===== src/design/rxc_pkg.sv =====
// Package for the rotate/XOR chain cipher: types, constants and rotate helpers.
// No dependencies; used by every other design file.
package rxc_pkg;

    localparam int unsigned ROT_ENTRIES = 32;
    localparam int unsigned IDX_W       = $clog2(ROT_ENTRIES);
    localparam int unsigned WORD_W      = 32;
    localparam int unsigned COUNT_W     = 3;
    localparam int unsigned ADDR_W      = 3;

    localparam logic [WORD_W-1:0]  SEED_RESET = 32'd16;
    localparam logic [COUNT_W-1:0] FULL_COUNT = 3'd4;

    // Register index (paddr[2])
    localparam logic REG_DECRYPT = 1'b0;
    localparam logic REG_SEED    = 1'b1;

    localparam logic [IDX_W-1:0] ROT_TABLE [ROT_ENTRIES] = '{
        5'd2,  5'd4,  5'd19, 5'd31, 5'd21, 5'd16, 5'd7,  5'd30,
        5'd9,  5'd18, 5'd23, 5'd28, 5'd1,  5'd5,  5'd9,  5'd19,
        5'd29, 5'd14, 5'd12, 5'd2,  5'd16, 5'd23, 5'd27, 5'd29,
        5'd17, 5'd6,  5'd4,  5'd14, 5'd17, 5'd21, 5'd22, 5'd23
    };

    typedef struct packed {
        logic              decrypt;
        logic [WORD_W-1:0] seed;
    } t_cfg;

    typedef struct packed {
        logic [WORD_W-1:0] chain;
        logic [IDX_W-1:0]  index;
    } t_chain;

    function automatic logic [31:0] rotr32(input logic [31:0] v, input logic [4:0] s);
        logic [63:0] t;
        t = {v, v} >> s;
        return t[31:0];
    endfunction

    function automatic logic [31:0] rotl32(input logic [31:0] v, input logic [4:0] s);
        logic [63:0] t;
        t = {v, v} << s;
        return t[63:32];
    endfunction

    function automatic logic [7:0] rotr8(input logic [7:0] v, input logic [2:0] s);
        logic [15:0] t;
        t = {v, v} >> s;
        return t[7:0];
    endfunction

    function automatic logic [7:0] rotl8(input logic [7:0] v, input logic [2:0] s);
        logic [15:0] t;
        t = {v, v} << s;
        return t[15:8];
    endfunction

endpackage


===== src/design/rxc_in_if.sv =====
// Input channel interface: valid/ready handshake with one message item.
// Depends on rxc_pkg.
interface rxc_in_if;
    logic                          valid;
    logic                          ready;
    logic [rxc_pkg::WORD_W-1:0]    data_word;
    logic [rxc_pkg::COUNT_W-1:0]   byte_count;
    logic                          message_start;

    modport source (output valid, data_word, byte_count, message_start, input ready);
    modport sink   (input valid, data_word, byte_count, message_start, output ready);
endinterface


===== src/design/rxc_out_if.sv =====
// Output channel interface: valid/ready handshake with one result item.
// Depends on rxc_pkg.
interface rxc_out_if;
    logic                          valid;
    logic                          ready;
    logic [rxc_pkg::WORD_W-1:0]    result_word;
    logic [rxc_pkg::COUNT_W-1:0]   result_bytes;

    modport source (output valid, result_word, result_bytes, input ready);
    modport sink   (input valid, result_word, result_bytes, output ready);
endinterface


===== src/design/rxc_apb_regs.sv =====
// APB configuration registers: decrypt mode and seed key.
// Depends on rxc_pkg.
module rxc_apb_regs (
    input  logic                        i_clk,
    input  logic                        i_rst_n,
    input  logic                        psel,
    input  logic                        penable,
    input  logic                        pwrite,
    input  logic [rxc_pkg::ADDR_W-1:0]  paddr,
    input  logic [31:0]                 pwdata,
    output logic [31:0]                 prdata,
    output logic                        pready,
    output rxc_pkg::t_cfg               o_cfg
);
    logic        r_decrypt;
    logic [31:0] r_seed;
    logic        wr_en;

    assign pready = 1'b1;
    assign wr_en  = psel && penable && pwrite && pready;

    always_ff @(posedge i_clk) begin
        if (!i_rst_n) begin
            r_decrypt <= 1'b0;
            r_seed    <= rxc_pkg::SEED_RESET;
        end else if (wr_en) begin
            unique case (paddr[2])
                rxc_pkg::REG_DECRYPT: r_decrypt <= pwdata[0];
                rxc_pkg::REG_SEED:    r_seed    <= pwdata;
                default: ;
            endcase
        end
    end

    always_comb begin
        unique case (paddr[2])
            rxc_pkg::REG_DECRYPT: prdata = {31'd0, r_decrypt};
            rxc_pkg::REG_SEED:    prdata = r_seed;
            default:              prdata = 32'd0;
        endcase
    end

    assign o_cfg.decrypt = r_decrypt;
    assign o_cfg.seed    = r_seed;
endmodule


===== src/design/rxc_xform.sv =====
// Word and tail-byte transform for one item, plus next chain state.
// Depends on rxc_pkg.
module rxc_xform (
    input  logic [rxc_pkg::WORD_W-1:0]  i_data,
    input  logic [rxc_pkg::COUNT_W-1:0] i_count,   // already clamped to 0..4
    input  logic                        i_start,
    input  rxc_pkg::t_cfg               i_cfg,
    input  rxc_pkg::t_chain             i_state,
    output logic [rxc_pkg::WORD_W-1:0]  o_result,
    output rxc_pkg::t_chain             o_state
);
    rxc_pkg::t_chain cur;
    logic [4:0]      rot;
    logic [31:0]     word_res;
    logic [31:0]     tail_res;
    logic [2:0]      n;
    logic [7:0]      b;
    logic [7:0]      kb;
    logic [7:0]      o;

    always_comb begin
        cur = i_start ? rxc_pkg::t_chain'{chain: i_cfg.seed, index: '0} : i_state;
        rot = rxc_pkg::ROT_TABLE[cur.index];

        if (!i_cfg.decrypt) begin
            word_res = rxc_pkg::rotr32(i_data, rot) ^ cur.chain;
        end else begin
            word_res = rxc_pkg::rotl32(i_data ^ cur.chain, rot);
        end

        // tail: byte chain of up to three steps
        tail_res = '0;
        n        = cur.index[2:0];
        for (int j = 0; j < 3; j++) begin
            b  = i_data[8*j +: 8];
            kb = i_cfg.seed[8*j +: 8];
            if (!i_cfg.decrypt) begin
                o = rxc_pkg::rotr8(b, n) ^ kb;
                n = o[2:0];
            end else begin
                o = rxc_pkg::rotl8(b ^ kb, n);
                n = b[2:0];
            end
            if (j < int'(i_count)) begin
                tail_res[8*j +: 8] = o;
            end
        end

        o_state = cur;
        if (i_count == rxc_pkg::FULL_COUNT) begin
            o_result = word_res;
            o_state.chain = i_cfg.decrypt ? i_data : word_res;
            o_state.index = i_cfg.decrypt ? i_data[28:24] : word_res[28:24];
        end else begin
            o_result = tail_res;
        end
    end
endmodule


===== src/design/rotate_xor_chain_cipher_top.sv =====
// Top level of the rotate/XOR chain cipher.
// An accepted item is held in the input register, then moves to the output register once that is empty or taken.
// Throughput: one item per cycle while the output is ready; the chain state loop is one rotate and XOR.
// Reset (synchronous, active low): pipeline empty, chain 0, index 0,
// decrypt mode 0, seed key 16.
// Depends on rxc_pkg, rxc_in_if, rxc_out_if, rxc_apb_regs, rxc_xform.
module rotate_xor_chain_cipher_top (
    input  logic                        i_clk,
    input  logic                        i_rst_n,
    rxc_in_if.sink                      i_in,
    rxc_out_if.source                   o_out,
    input  logic                        psel,
    input  logic                        penable,
    input  logic                        pwrite,
    input  logic [rxc_pkg::ADDR_W-1:0]  paddr,
    input  logic [31:0]                 pwdata,
    output logic [31:0]                 prdata,
    output logic                        pready
);
    rxc_pkg::t_cfg               cfg;
    rxc_pkg::t_chain             r_state;
    rxc_pkg::t_chain             n_state;

    logic                        r_in_valid;
    logic [rxc_pkg::WORD_W-1:0]  r_in_data;
    logic [rxc_pkg::COUNT_W-1:0] r_in_count;
    logic                        r_in_start;

    logic                        r_out_valid;
    logic [rxc_pkg::WORD_W-1:0]  r_out_word;
    logic [rxc_pkg::COUNT_W-1:0] r_out_bytes;

    logic [rxc_pkg::WORD_W-1:0]  n_out_word;
    logic [rxc_pkg::COUNT_W-1:0] in_count_clamped;
    logic                        advance;
    logic                        in_xfer;

    rxc_apb_regs u_regs (
        .i_clk   (i_clk),
        .i_rst_n (i_rst_n),
        .psel    (psel),
        .penable (penable),
        .pwrite  (pwrite),
        .paddr   (paddr),
        .pwdata  (pwdata),
        .prdata  (prdata),
        .pready  (pready),
        .o_cfg   (cfg)
    );

    rxc_xform u_xform (
        .i_data   (r_in_data),
        .i_count  (r_in_count),
        .i_start  (r_in_start),
        .i_cfg    (cfg),
        .i_state  (r_state),
        .o_result (n_out_word),
        .o_state  (n_state)
    );

    assign advance    = r_in_valid && (!r_out_valid || o_out.ready);
    assign i_in.ready = !r_in_valid || advance;
    assign in_xfer    = i_in.valid && i_in.ready;

    // counts of 5..7 act as a full word
    assign in_count_clamped = i_in.byte_count[2] ? rxc_pkg::FULL_COUNT : i_in.byte_count;

    always_ff @(posedge i_clk) begin
        if (!i_rst_n) begin
            r_in_valid  <= 1'b0;
            r_out_valid <= 1'b0;
            r_state     <= '0;
        end else begin
            if (in_xfer) begin
                r_in_valid <= 1'b1;
            end else if (advance) begin
                r_in_valid <= 1'b0;
            end

            if (advance) begin
                r_out_valid <= 1'b1;
                r_state     <= n_state;
            end else if (o_out.ready) begin
                r_out_valid <= 1'b0;
            end
        end
    end

    always_ff @(posedge i_clk) begin
        if (in_xfer) begin
            r_in_data  <= i_in.data_word;
            r_in_count <= in_count_clamped;
            r_in_start <= i_in.message_start;
        end
        if (advance) begin
            r_out_word  <= n_out_word;
            r_out_bytes <= r_in_count;
        end
    end

    assign o_out.valid        = r_out_valid;
    assign o_out.result_word  = r_out_word;
    assign o_out.result_bytes = r_out_bytes;
endmodule


===== src/flat_wrapper.sv =====
// flat-port wrapper written by rule: the top's interface ports become plain ports
module rotate_xor_chain_cipher_top_flat 
  (i_clk, i_rst_n, psel, penable, pwrite, paddr, pwdata, prdata, pready, i_in_valid, i_in_data_word, i_in_byte_count, i_in_message_start, i_in_ready, o_out_valid, o_out_result_word, o_out_result_bytes, o_out_ready);
  rxc_in_if i_in_i ();
  rxc_out_if o_out_i ();
  input  logic i_clk;
  input  logic i_rst_n;
  input  logic psel;
  input  logic penable;
  input  logic pwrite;
  input  logic [rxc_pkg::ADDR_W-1:0] paddr;
  input  logic [31:0] pwdata;
  output logic [31:0] prdata;
  output logic pready;
  input wire logic [$bits(i_in_i.valid)-1:0] i_in_valid;
  input wire logic [$bits(i_in_i.data_word)-1:0] i_in_data_word;
  input wire logic [$bits(i_in_i.byte_count)-1:0] i_in_byte_count;
  input wire logic [$bits(i_in_i.message_start)-1:0] i_in_message_start;
  output wire logic [$bits(i_in_i.ready)-1:0] i_in_ready;
  output wire logic [$bits(o_out_i.valid)-1:0] o_out_valid;
  output wire logic [$bits(o_out_i.result_word)-1:0] o_out_result_word;
  output wire logic [$bits(o_out_i.result_bytes)-1:0] o_out_result_bytes;
  input wire logic [$bits(o_out_i.ready)-1:0] o_out_ready;
  assign i_in_i.valid = i_in_valid;
  assign i_in_i.data_word = i_in_data_word;
  assign i_in_i.byte_count = i_in_byte_count;
  assign i_in_i.message_start = i_in_message_start;
  assign i_in_ready = i_in_i.ready;
  assign o_out_valid = o_out_i.valid;
  assign o_out_result_word = o_out_i.result_word;
  assign o_out_result_bytes = o_out_i.result_bytes;
  assign o_out_i.ready = o_out_ready;
  rotate_xor_chain_cipher_top u_core (.i_clk(i_clk), .i_rst_n(i_rst_n), .i_in(i_in_i), .o_out(o_out_i), .psel(psel), .penable(penable), .pwrite(pwrite), .paddr(paddr), .pwdata(pwdata), .prdata(prdata), .pready(pready));
endmodule

===== config.mk =====
export PLATFORM = sky130hd
export DESIGN_NAME = rotate_xor_chain_cipher_top_flat
export DESIGN_NICKNAME = d
export VERILOG_FILES = /design/src/design/rxc_pkg.sv /design/src/design/rxc_in_if.sv /design/src/design/rxc_out_if.sv /design/src/design/rxc_apb_regs.sv /design/src/design/rxc_xform.sv /design/src/design/rotate_xor_chain_cipher_top.sv /design/src/flat_wrapper.sv
export SDC_FILE = /design/constraint.sdc
export NUM_CORES = 1
export LEC_CHECK = 0
export ABC_AREA = 1
export BUFFER_PORTS_ARGS = -buffer_cell sky130_fd_sc_hd__buf_4
export CAP_MARGIN = 40
export CELL_PAD_IN_SITES_DETAIL_PLACEMENT = 0
export CELL_PAD_IN_SITES_GLOBAL_PLACEMENT = 1
export CORE_MARGIN = 5
export CORE_UTILIZATION = 45
export DETAILED_ROUTE_END_ITERATION = 10
export PLACE_DENSITY = 0.94
export SLEW_MARGIN = 20
export SYNTH_ARGS = -nofsm -noshare
export SYNTH_HDL_FRONTEND = slang
export SYNTH_HIERARCHICAL = 1
export SYNTH_SLANG_ARGS = --single-unit

===== constraint.sdc =====
create_clock -name i_clk -period 8.1 [get_ports i_clk]
set_input_delay 2.43 -clock i_clk [delete_from_list [all_inputs] [get_ports i_clk]]
set_output_delay 2.43 -clock i_clk [all_outputs]
set_load 0.05 [all_outputs]

==> results of run 1 <==
[per-layer routing]
layer	wire length [µm]	part of all wire
met1	22890	0.44
met2	23170	0.45
met3	4460	0.086
met4	1292	0.025
met5	0	0
[worst min-delay path, delay by kind of cell (launching register included)]
| kind | cells | cell delay [ns] |
|---|---|---|
| AND/OR/NAND/NOR | 1 | 0.08 |
| AO/OA/AOI/OAI | 1 | 0.04 |
| flip-flops | 1 | 0.33 |
[sequential cells by signal, summed over array words and instances, names as in the netlist]
register / cells
u_core/o_out.result_bytes: 3
u_core/o_out.result_word: 32
u_core/o_out.valid: 1
u_core/r_in_count: 3
u_core/r_in_data: 32
u_core/r_in_start: 1
u_core/r_in_valid: 1
u_core/r_state: 37
u_core/u_regs/r_decrypt: 1
u_core/u_regs/r_seed: 32
[stage by stage]
stage / total power (W) / hold slack [ns] / util / area (µm²)
after floorplan: 0.002036 / 0.4462 / - / 14440
after global placement: 0.002398 / 0.4563 / 0.4856 / 15360
after detailed placement: 0.002428 / 0.4652 / 0.4874 / 15420
after CTS: 0.003304 / 0.4824 / 0.5074 / 16050
after global routing: 0.003536 / 0.4984 / 0.5082 / 16080
final: 0.003328 / 0.4793 / 0.5082 / 16080
[power breakdown]
group | switching [W] | internal, W | leakage (nW)
sequential | 0.0000457 | 0.000818 | 1.28
combinational | 0.00110 | 0.000492 | 6.32
clock | 0.000364 | 0.000506 | 0.314
[logic make-up (layout without fill, tap and decap cells)]
group,after synthesis,after routing,synth area share
buffers and inverters,457,493,0.1353
muxes,59,59,0.04099
other,1,1,0.0002597
AOI/OAI and AO/OA,466,466,0.1723
and+or+nand+nor,1212,1212,0.3505
adders and majority gates,4,4,0.003467
xor gates and xnor gates,82,82,0.04974
DFF,143,143,0.2475
[worst max path at each step]
stage / startpoint / endpoint / slack, ns / depth (start not counted)
finish: paddr[2] / prdata[0] / 2.30 / 5
global route: u_core/r_in_start / u_core/r_state[33] / 2.06 / 28
CTS: paddr[2] / prdata[0] / 2.29 / 5
detailed placement: paddr[2] / prdata[0] / 2.30 / 5
global placement: paddr[2] / prdata[0] / 2.29 / 5
floorplan: paddr[2] / prdata[0] / 2.51 / 4
[area by class of cell]
type	count	area (µm²)	area share
Multi-Input combinational cell	1824	8955	0.5569
Clock buffer	21	491.7	0.03058
Inverter	296	1114	0.06926
Sequential cell	143	3576	0.2224
Clock inverter	11	141.4	0.008793
Tap cell	402	503.0	0.03128
Timing Repair Buffer	165	1299	0.08077
[synthesized netlist by cell type]
master and instances:
nand3_4 1, clkbuf_1 58, o21ai_4 1, o21bai_1 1, buf_6 14, nand3_2 2, nor2_4 1, nor2_1 149
nand2_4 1, xnor2_1 22, o211ai_1 22, clkinv_1 2, o221ai_1 1, buf_2 41, dfxtp_1 72, a21oi_1 120
or2_0 1, o22ai_1 1, or2_1 3, inv_4 1, edfxtp_1 71, a22oi_1 25, nand2_1 723, o21a_1 3
inv_2 14, conb_1 1, nor2_8 1, mux2i_1 58, buf_4 21, o21ai_0 135, nand3_1 306, ha_1 4
or2_2 14, a22o_1 1, nand2_2 9, mux2_2 1, buf_1 27, inv_1 279, nor2_2 1, a31oi_1 6
o21ai_1 150, xor2_1 60
==> results.json, run 1 <==
{
  "drtAntennaViolNets": 0,
  "synth_seq_area_share": 0.2475,
  "dr.pass1.iters": 6,
  "drc": 0,
  "dp_slack_ns": 2.298,
  "ctsLongestPathBuffers": 2,
  "cts_max_level": 4,
  "insertion_delay_ns": 0.44,
  "synth_top_area_frac": 0.1880,
  "use_met2": 0.4499,
  "via_count": 16040,
  "synth_area_um2": 14440,
  "final_cells": 2862,
  "drtIter0Drc": 1916,
  "cts-root-buf": "clkbuf_16",
  "status": "complete, no violations",
  "gr-total-overflow": 0,
  "max_stage_delay_ns": 0.48,
  "reg2reg_slack_ns": 2.44,
  "ir_drop_mv": 0.1604,
  "dpl.hpwl_um": 38520,
  "antenna_found_initial": 0,
  "synth_nets": 2506,
  "grt_pass1_vias": 14350,
  "start_kind": "input port",
  "cts_tree": "built",
  "synthCells": 2424,
  "fin_crit_sh": 0.7159,
  "place.gp.congestion": 0.9768,
  "finClkSkew_ns": 0.01311,
  "fmax_ghz": 0.1724,
  "grt_max_degree": 90,
  "hp-start": "u_core/r_state[23]",
  "syn_area_per_cell_um2": 5.956,
  "cts_setup_buffers": 0,
  "grt_setup_unrepaired": "false",
  "arrival_ns": 3.37,
  "hold_path_end": "u_core/r_state[23]",
  "r2r-start": "u_core/r_in_start",
  "critPathKind": "input port to output port",
  "fp.coreArea_um2": 31640,
  "met1_usage": 0.3905,
  "synth_area_leaders": "nand2_1 (19%), edfxtp_1 (15%), nand3_1 (11%), dfxtp_1 (10%), inv_1 (7.3%)",
  "worstPathCellList": "buf_4 -> inv_4 -> nand2_1 -> nand2_1 -> buf_4",
  "hold_depth": 2,
  "die_w_um": 189.1,
  "hold_path_class": "flop to flop",
  "fillCellCount": 3286,
  "dp.cells": 2829,
  "yosys.area.top_type": "nand2_1",
  "fin_tns_setup_ns": 0,
  "hold_viol": 0,
  "start_util": 0.4564,
  "setup_viol": 0,
  "routed_wl_um": 51810,
  "top_usage_layer": "met2",
  "ys_warn_count": 6,
  "layout_commonest_cell": "nand2_1",
  "ys_types": 42,
  "met3_usage": 0.04517,
  "max_slew_margin": 0.4397,
  "vias_per_cell": 5.604,
  "drive_gt1_frac": 0.1020,
  "portBuffers": 144,
  "cp_max_fo": 64,
  "dieArea_um2": 35770,
  "postCtsHoldBufs": 0,
  "clock-sinks": 143,
  "cp.required_ns": 5.67,
  "maxCapViolations": 0,
  "p_leak_nw": 7.909,
  "grt_usage": 0.2795,
  "layout_common_cells": "nand2_1 (722), nand3_1 (306), inv_1 (279)",
  "path_buf_inv": 3,
  "rr_endpoint": "u_core/r_state[29]",
  "cpMaxStageDelayCell": "buf_4",
  "ys_ff_latch": 143,
  "end_kind": "output port",
  "fin_nets": 2529,
  "fp.dieH_um": 189.1,
  "worst_pin_slew_ns": 0.8405,
  "rows": 65,
  "drv_slew": 0,
  "layout_setup_ws_ns": 2.301,
  "io_pins": 148,
  "path_clk_slew_ns": 0.07,
  "grt_pass1_wl_um": 79980,
  "powerDensity_nw_per_um2": 207.0,
  "area_growth_syn_to_layout_pct": 11.37,
  "crit_family": "buffers and inverters",
  "reg2reg_depth": 27,
  "cts_resized": 0,
  "wl_per_cell_um": 18.10,
  "cts_made_buffers": 17,
  "layout_min_cycle_time_ns": 5.799,
  "diodes": 0
}
No activity file was read; power rests on OpenSTA's default activity.
==> run 2: changes to the inputs <==
CORE_UTILIZATION = 38   (was 45)
PLACE_DENSITY = 0.85   (was 0.94)
clock period = 4.9 ns   (was 8.1 ns; I/O delays follow)
==> run 2 against run 1 <==
  * Via count decreased by 1.4%
  * Register-to-register slack got worse by 2.0 ns
  * Core utilization decreased by 7.0 points
  * Non-clock buffer count increased by 28
  * Hold slack got worse by 0.0041 ns
  * Setup slack got worse by 1.9 ns
  * Clock-buffer cell count increased by 2
  * Routed wire length increased by 4.0%
  * Sequential power increased by 64%
  * Clock power increased by 56%
  * Global-route usage decreased by 2.6 points
  * Largest cell class unchanged
==> results.json, run 2 (synthesis gave the netlist of run 1 again) <==
{
  "path_buf_inv": 5,
  "antenna_found_initial": 0,
  "maxCapViolations": 0,
  "met2WireLength_um": 24380,
  "comb_power_share": 0.491,
  "arrival_ns": 4.90,
  "fillCellCount": 3992,
  "reg2reg_depth": 27,
  "dr.pass1.iters": 6,
  "path_clk_slew_ns": 0.07,
  "p_seq_frac": 0.260,
  "fin_nets": 2557,
  "postCtsHoldBufs": 0,
  "largest_register_ff_count": 37,
  "p_int_w": 0.002982,
  "via_count": 15820,
  "cts_tree": "built",
  "crit_family": "simple AND/OR/NAND/NOR gates",
  "fin_tns_setup_ns": 0,
  "layout_common_cells": "nand2_1 (722), nand3_1 (306), inv_1 (279)",
  "r2r-start": "u_core/r_in_start",
  "fmax_ghz": 0.2221,
  "portBuffers": 144,
  "dp_slack_ns": 0.2643,
  "cts-root-buf": "clkbuf_16",
  "fp.coreArea_um2": 37580,
  "grt_pass1_vias": 14360,
  "p_leak_nw": 8.048,
  "io_pins": 148,
  "wl_per_cell_um": 17.97,
  "top_layer_used": "met4",
  "reg2reg_slack_ns": 0.40,
  "hold_viol": 0,
  "grt_pass1_wl_um": 82940,
  "rr_endpoint": "u_core/r_state[31]",
  "grt_max_degree": 92,
  "hold_path_class": "flop to flop",
  "layout_setup_ws_ns": 0.3968,
  "multiInputGateArea_um2": 8970,
  "netSwitchingFraction": 0.4540,
  "cts_made_buffers": 17,
  "switchingPower_w": 0.002479,
  "hold_depth": 2,
  "critPathKind": "flop to flop",
  "diodes": 0,
  "cts_resized": 0,
  "place.gp.congestion": 0.9223,
  "regMostFlops": "u_core/r_state",
  "die_w_um": 204.9,
  "insertion_delay_ns": 0.46,
  "layout_min_cycle_time_ns": 4.503,
  "cp_common_cell": "nand2_1",
  "powerDensity_nw_per_um2": 331.9,
  "cp.required_ns": 5.29,
  "fp.dieH_um": 204.9,
  "drtIter0Drc": 1462,
  "rows": 71,
  "drtAntennaViolNets": 0,
  "start_kind": "flop",
  "grt_usage": 0.2536,
  "finClkSkew_ns": 0.01283,
  "worst_pin_slew_ns": 0.8467,
  "gr-total-overflow": 0,
  "hold_path_end": "u_core/r_state[23]",
  "routed_wl_um": 53890,
  "start_util": 0.3842,
  "max_slew_margin": 0.4355,
  "met1Wirelength_um": 24540,
  "ctsLongestPathBuffers": 2,
  "end_kind": "flop",
  "vias_per_cell": 5.274,
  "grt_setup_unrepaired": "false",
  "regArea_um2": 3576,
  "cp_max_fo": 51,
  "p_clk_frac": 0.249,
  "drv_slew": 0,
  "cpMaxStageDelayCell": "edfxtp_1",
  "dpl.hpwl_um": 41760,
  "status": "complete, no violations",
  "postLayoutCoreUtil": 0.4379,
  "max_stage_delay_ns": 0.56,
  "fin_crit_sh": 0.9190,
  "layout_commonest_cell": "nand2_1",
  "dieArea_um2": 41990,
  "wl_met3_um": 3872,
  "clock-sinks": 143,
  "drc": 0,
  "cts_setup_buffers": 0,
  "hp-start": "u_core/r_state[23]",
  "ir_drop_mv": 0.2708,
  "setup_viol": 0,
  "area_growth_syn_to_layout_pct": 13.97,
  "cts_max_level": 4,
  "drive_gt1_frac": 0.1109
}
run 2: power groups by stage:
stage               Sequential, W  Combinational, W  Clock (W)
floorplan                 0.00151           0.00186          0
global placement          0.00144           0.00261          0
detailed placement        0.00144           0.00264          0
CTS                       0.00142           0.00265    0.00138
global route              0.00143           0.00300    0.00144
finish                    0.00142           0.00268    0.00136
run 2: how the worst max path moves through the flow:
stage / from / endpoint / slack (ns) / depth (start not counted)
6_report: u_core/r_in_start / u_core/r_state[31] / 0.40 / 27
5_1_grt: u_core/r_in_start / u_core/r_state[31] / 0.01 / 28
4_1_cts: u_core/r_in_start / u_core/o_out.result_word[22] / 0.25 / 24
3_5_place_dp: u_core/r_in_start / u_core/o_out.result_word[22] / 0.26 / 24
3_3_place_gp: u_core/r_in_start / u_core/o_out.result_word[22] / 0.26 / 24
2_1_floorplan: o_out_ready / u_core/o_out.result_bytes[0] / 1.22 / 2
run 2: stage by stage:
stage	std cells	power, W	area [µm²]	hold WS (ns)
after global placement	2963	0.004057	15770	0.4565
after CTS	2997	0.005451	16410	0.4813
after global routing	2999	0.005864	16450	0.5020
after detailed placement	2965	0.004083	15810	0.4636
after floorplan	2424	0.003365	14440	0.4462
final	2999	0.005462	16450	0.4753
run 2: worst min-delay path: stages (launching register included):
cell	delay, ns
dfxtp_1	0.32
a21oi_1	0.04
nor2_1	0.08
run 2: cell type report:
type,instances,area share
clock buffers,23,0.03110
clock inverters,9,0.005627
inverters,296,0.06813
multi-input cells,1824,0.5451
flip-flops and latches,143,0.2173
well taps,511,0.03886
repair buffers,193,0.09383
run 2: per-layer routing:
| layer | global-route usage | vias to the layer above |
|---|---|---|
| met1 | 0.3587 | 7231 |
| li1 | - | 7953 |
| met3 | 0.04258 | 50 |
| met4 | 0.06818 | 0 |
| met5 | 0 | - |
| met2 | 0.4014 | 582 |
==> run 3: changes to the inputs <==
PLACE_DENSITY = default   (was 0.85)
PLACE_DENSITY_LB_ADDON = 0.12   (was default)
==> run 3 against run 2 <==
  * Die area did not move
  * Clock skew rose by 0.0032 ns
  * Sequential share of layout area increased by 0.055 points
  * Highest routed layer is now met5
==> results.json, run 3 (synthesis gave the netlist of run 1 again) <==
{
  "status": "complete, no violations",
  "cpMaxStageDelayCell": "edfxtp_1",
  "io_pins": 148,
  "diodes": 0,
  "dieArea_um2": 41990,
  "hold_viol": 0,
  "worstSetupStartpoint": "u_core/r_in_start",
  "cts_max_level": 4,
  "ctsLongestPathBuffers": 2,
  "worstPathCellList": "inv_2 -> nand2_2 -> inv_2 -> buf_4 -> nand3_1 -> nand3_1 -> nand3_1 -> nand3_2 -> nand2_4 -> nand2_1 -> nand3_1 -> o21ai_1 -> nand2_1 -> nand2_1 -> xor2_1 -> nand2_1 -> nand2_2 -> inv_2 -> nand3_1 -> nand2_1 -> nand2_1 -> nand3_1 -> nand3_1 -> nand2_1",
  "layout_common_cells": "nand2_1 (722), nand3_1 (306), inv_1 (278)",
  "largest_register_ff_count": 37,
  "portBuffers": 144,
  "dp_slack_ns": 0.4703,
  "grt_pass1_vias": 14440,
  "ir_drop_mv": 0.2707,
  "drv_slew": 0,
  "start_util": 0.3842,
  "place.gp.congestion": 0.9321,
  "drtAntennaViolNets": 0,
  "max_slew_margin": 0.4459,
  "antenna_found_initial": 1,
  "cts-root-buf": "clkbuf_16",
  "grt_setup_unrepaired": "false",
  "setup_viol": 0,
  "r2r-start": "u_core/r_in_start",
  "reg2reg_depth": 24,
  "fp.dieH_um": 204.9,
  "layout_setup_ws_ns": 0.4979,
  "wl_per_cell_um": 18.62,
  "insertion_delay_ns": 0.46,
  "fp.coreArea_um2": 37580,
  "routed_wl_um": 55830,
  "reg2reg_slack_ns": 0.50,
  "grt_max_degree": 122,
  "regMostFlops": "u_core/r_state",
  "rr_endpoint": "u_core/o_out.result_word[20]",
  "cp.required_ns": 5.11,
  "powerDensity_nw_per_um2": 334.1,
  "grt_usage": 0.2630,
  "fin_tns_setup_ns": 0,
  "hold_path_class": "flop to flop",
  "critPathKind": "flop to flop",
  "cp_max_fo": 24,
  "worst_pin_slew_ns": 0.8312,
  "grt_pass1_wl_um": 85270,
  "start_kind": "flop",
  "area_growth_syn_to_layout_pct": 13.68,
  "fmax_ghz": 0.2272,
  "drive_gt1_frac": 0.1117,
  "fin_nets": 2557,
  "drc": 0,
  "drtIter0Drc": 1471,
  "path_clk_slew_ns": 0.07,
  "gr-total-overflow": 0,
  "layout_min_cycle_time_ns": 4.402,
  "via_count": 15800,
  "postCtsHoldBufs": 0,
  "max_stage_delay_ns": 0.44,
  "die_w_um": 204.9,
  "end_kind": "flop",
  "dpl.hpwl_um": 42830,
  "fin_crit_sh": 0.8984,
  "vias_per_cell": 5.268,
  "layout_commonest_cell": "nand2_1",
  "finClkSkew_ns": 0.01599,
  "p_leak_nw": 8.029,
  "dr.pass1.iters": 6,
  "clock-sinks": 143,
  "cts_tree": "built",
  "hold_depth": 2,
  "hold_path_end": "u_core/r_state[7]",
  "arrival_ns": 4.61,
  "rows": 71,
  "hp-start": "u_core/r_state[7]",
  "maxCapViolations": 0,
  "cts_made_buffers": 17
}
[run 3: changes by cell type in the layout (fill, tap and decap cells not counted), sizes merged]
cell      change
clkinvlp      +2
clkinv        -4
inv           +2
[run 3: layout make-up]
type / instances / area [µm²]
repair buffers: 193 / 1519
multi-input cells: 1824 / 8960
inverters: 296 / 1114
clock buffers: 23 / 510.5
fillers: 4120 / 21160
clock inverters: 9 / 95.09
flip-flops and latches: 143 / 3576
well taps: 511 / 639.4
[run 3: worst max-delay path by stage]
stage	end	slack, ns	cells after the start
floorplan	u_core/o_out.result_bytes[0]	1.22	2
global placement	u_core/o_out.result_word[16]	0.49	24
detailed placement	u_core/o_out.result_word[16]	0.47	24
CTS	u_core/o_out.result_word[16]	0.46	24
global route	u_core/o_out.result_word[16]	0.07	26
finish	u_core/o_out.result_word[20]	0.50	24
[run 3: critical path: cells and delay by family, from the launching register on]
kind,cells,cell delay [ns]
xor gates and xnor gates,1,0.18
buffers and inverters,4,1.01
DFF,1,0.44
and+or+nand+nor,18,2.37
AOI/OAI and AO/OA,1,0.13
[run 3: per-stage QoR]
stage | power, W | hold slack (ns) | instance area, µm² | util | cells
6_report | 0.005484 | 0.4815 | 16410 | 0.4368 | 2999
3_3_place_gp | 0.004064 | 0.4565 | 15730 | 0.4185 | 2963
4_1_cts | 0.005468 | 0.4841 | 16350 | 0.4351 | 2996
5_1_grt | 0.005857 | 0.5040 | 16410 | 0.4368 | 2999
3_5_place_dp | 0.004082 | 0.4686 | 15740 | 0.4189 | 2964
2_1_floorplan | 0.003365 | 0.4462 | 14440 | - | 2424
[run 3: repair_timing]
action	CTS	global route
endpoints found under the setup margin	0	4
gates resized for setup	0	1
buffers inserted	0	0
[run 3: layer usage]
layer	share of wire	GRT usage
met1	0.47	0.3797
met2	0.45	0.4181
met3	0.065	0.03625
met4	0.017	0.05981
met5	0.00020	0
[run 3: where the power goes]
group / internal, W / switching (W)
clock: 0.000793 / 0.000579
sequential: 0.00135 / 0.0000701
combinational: 0.000835 / 0.00185
total: 0.00298 / 0.00250
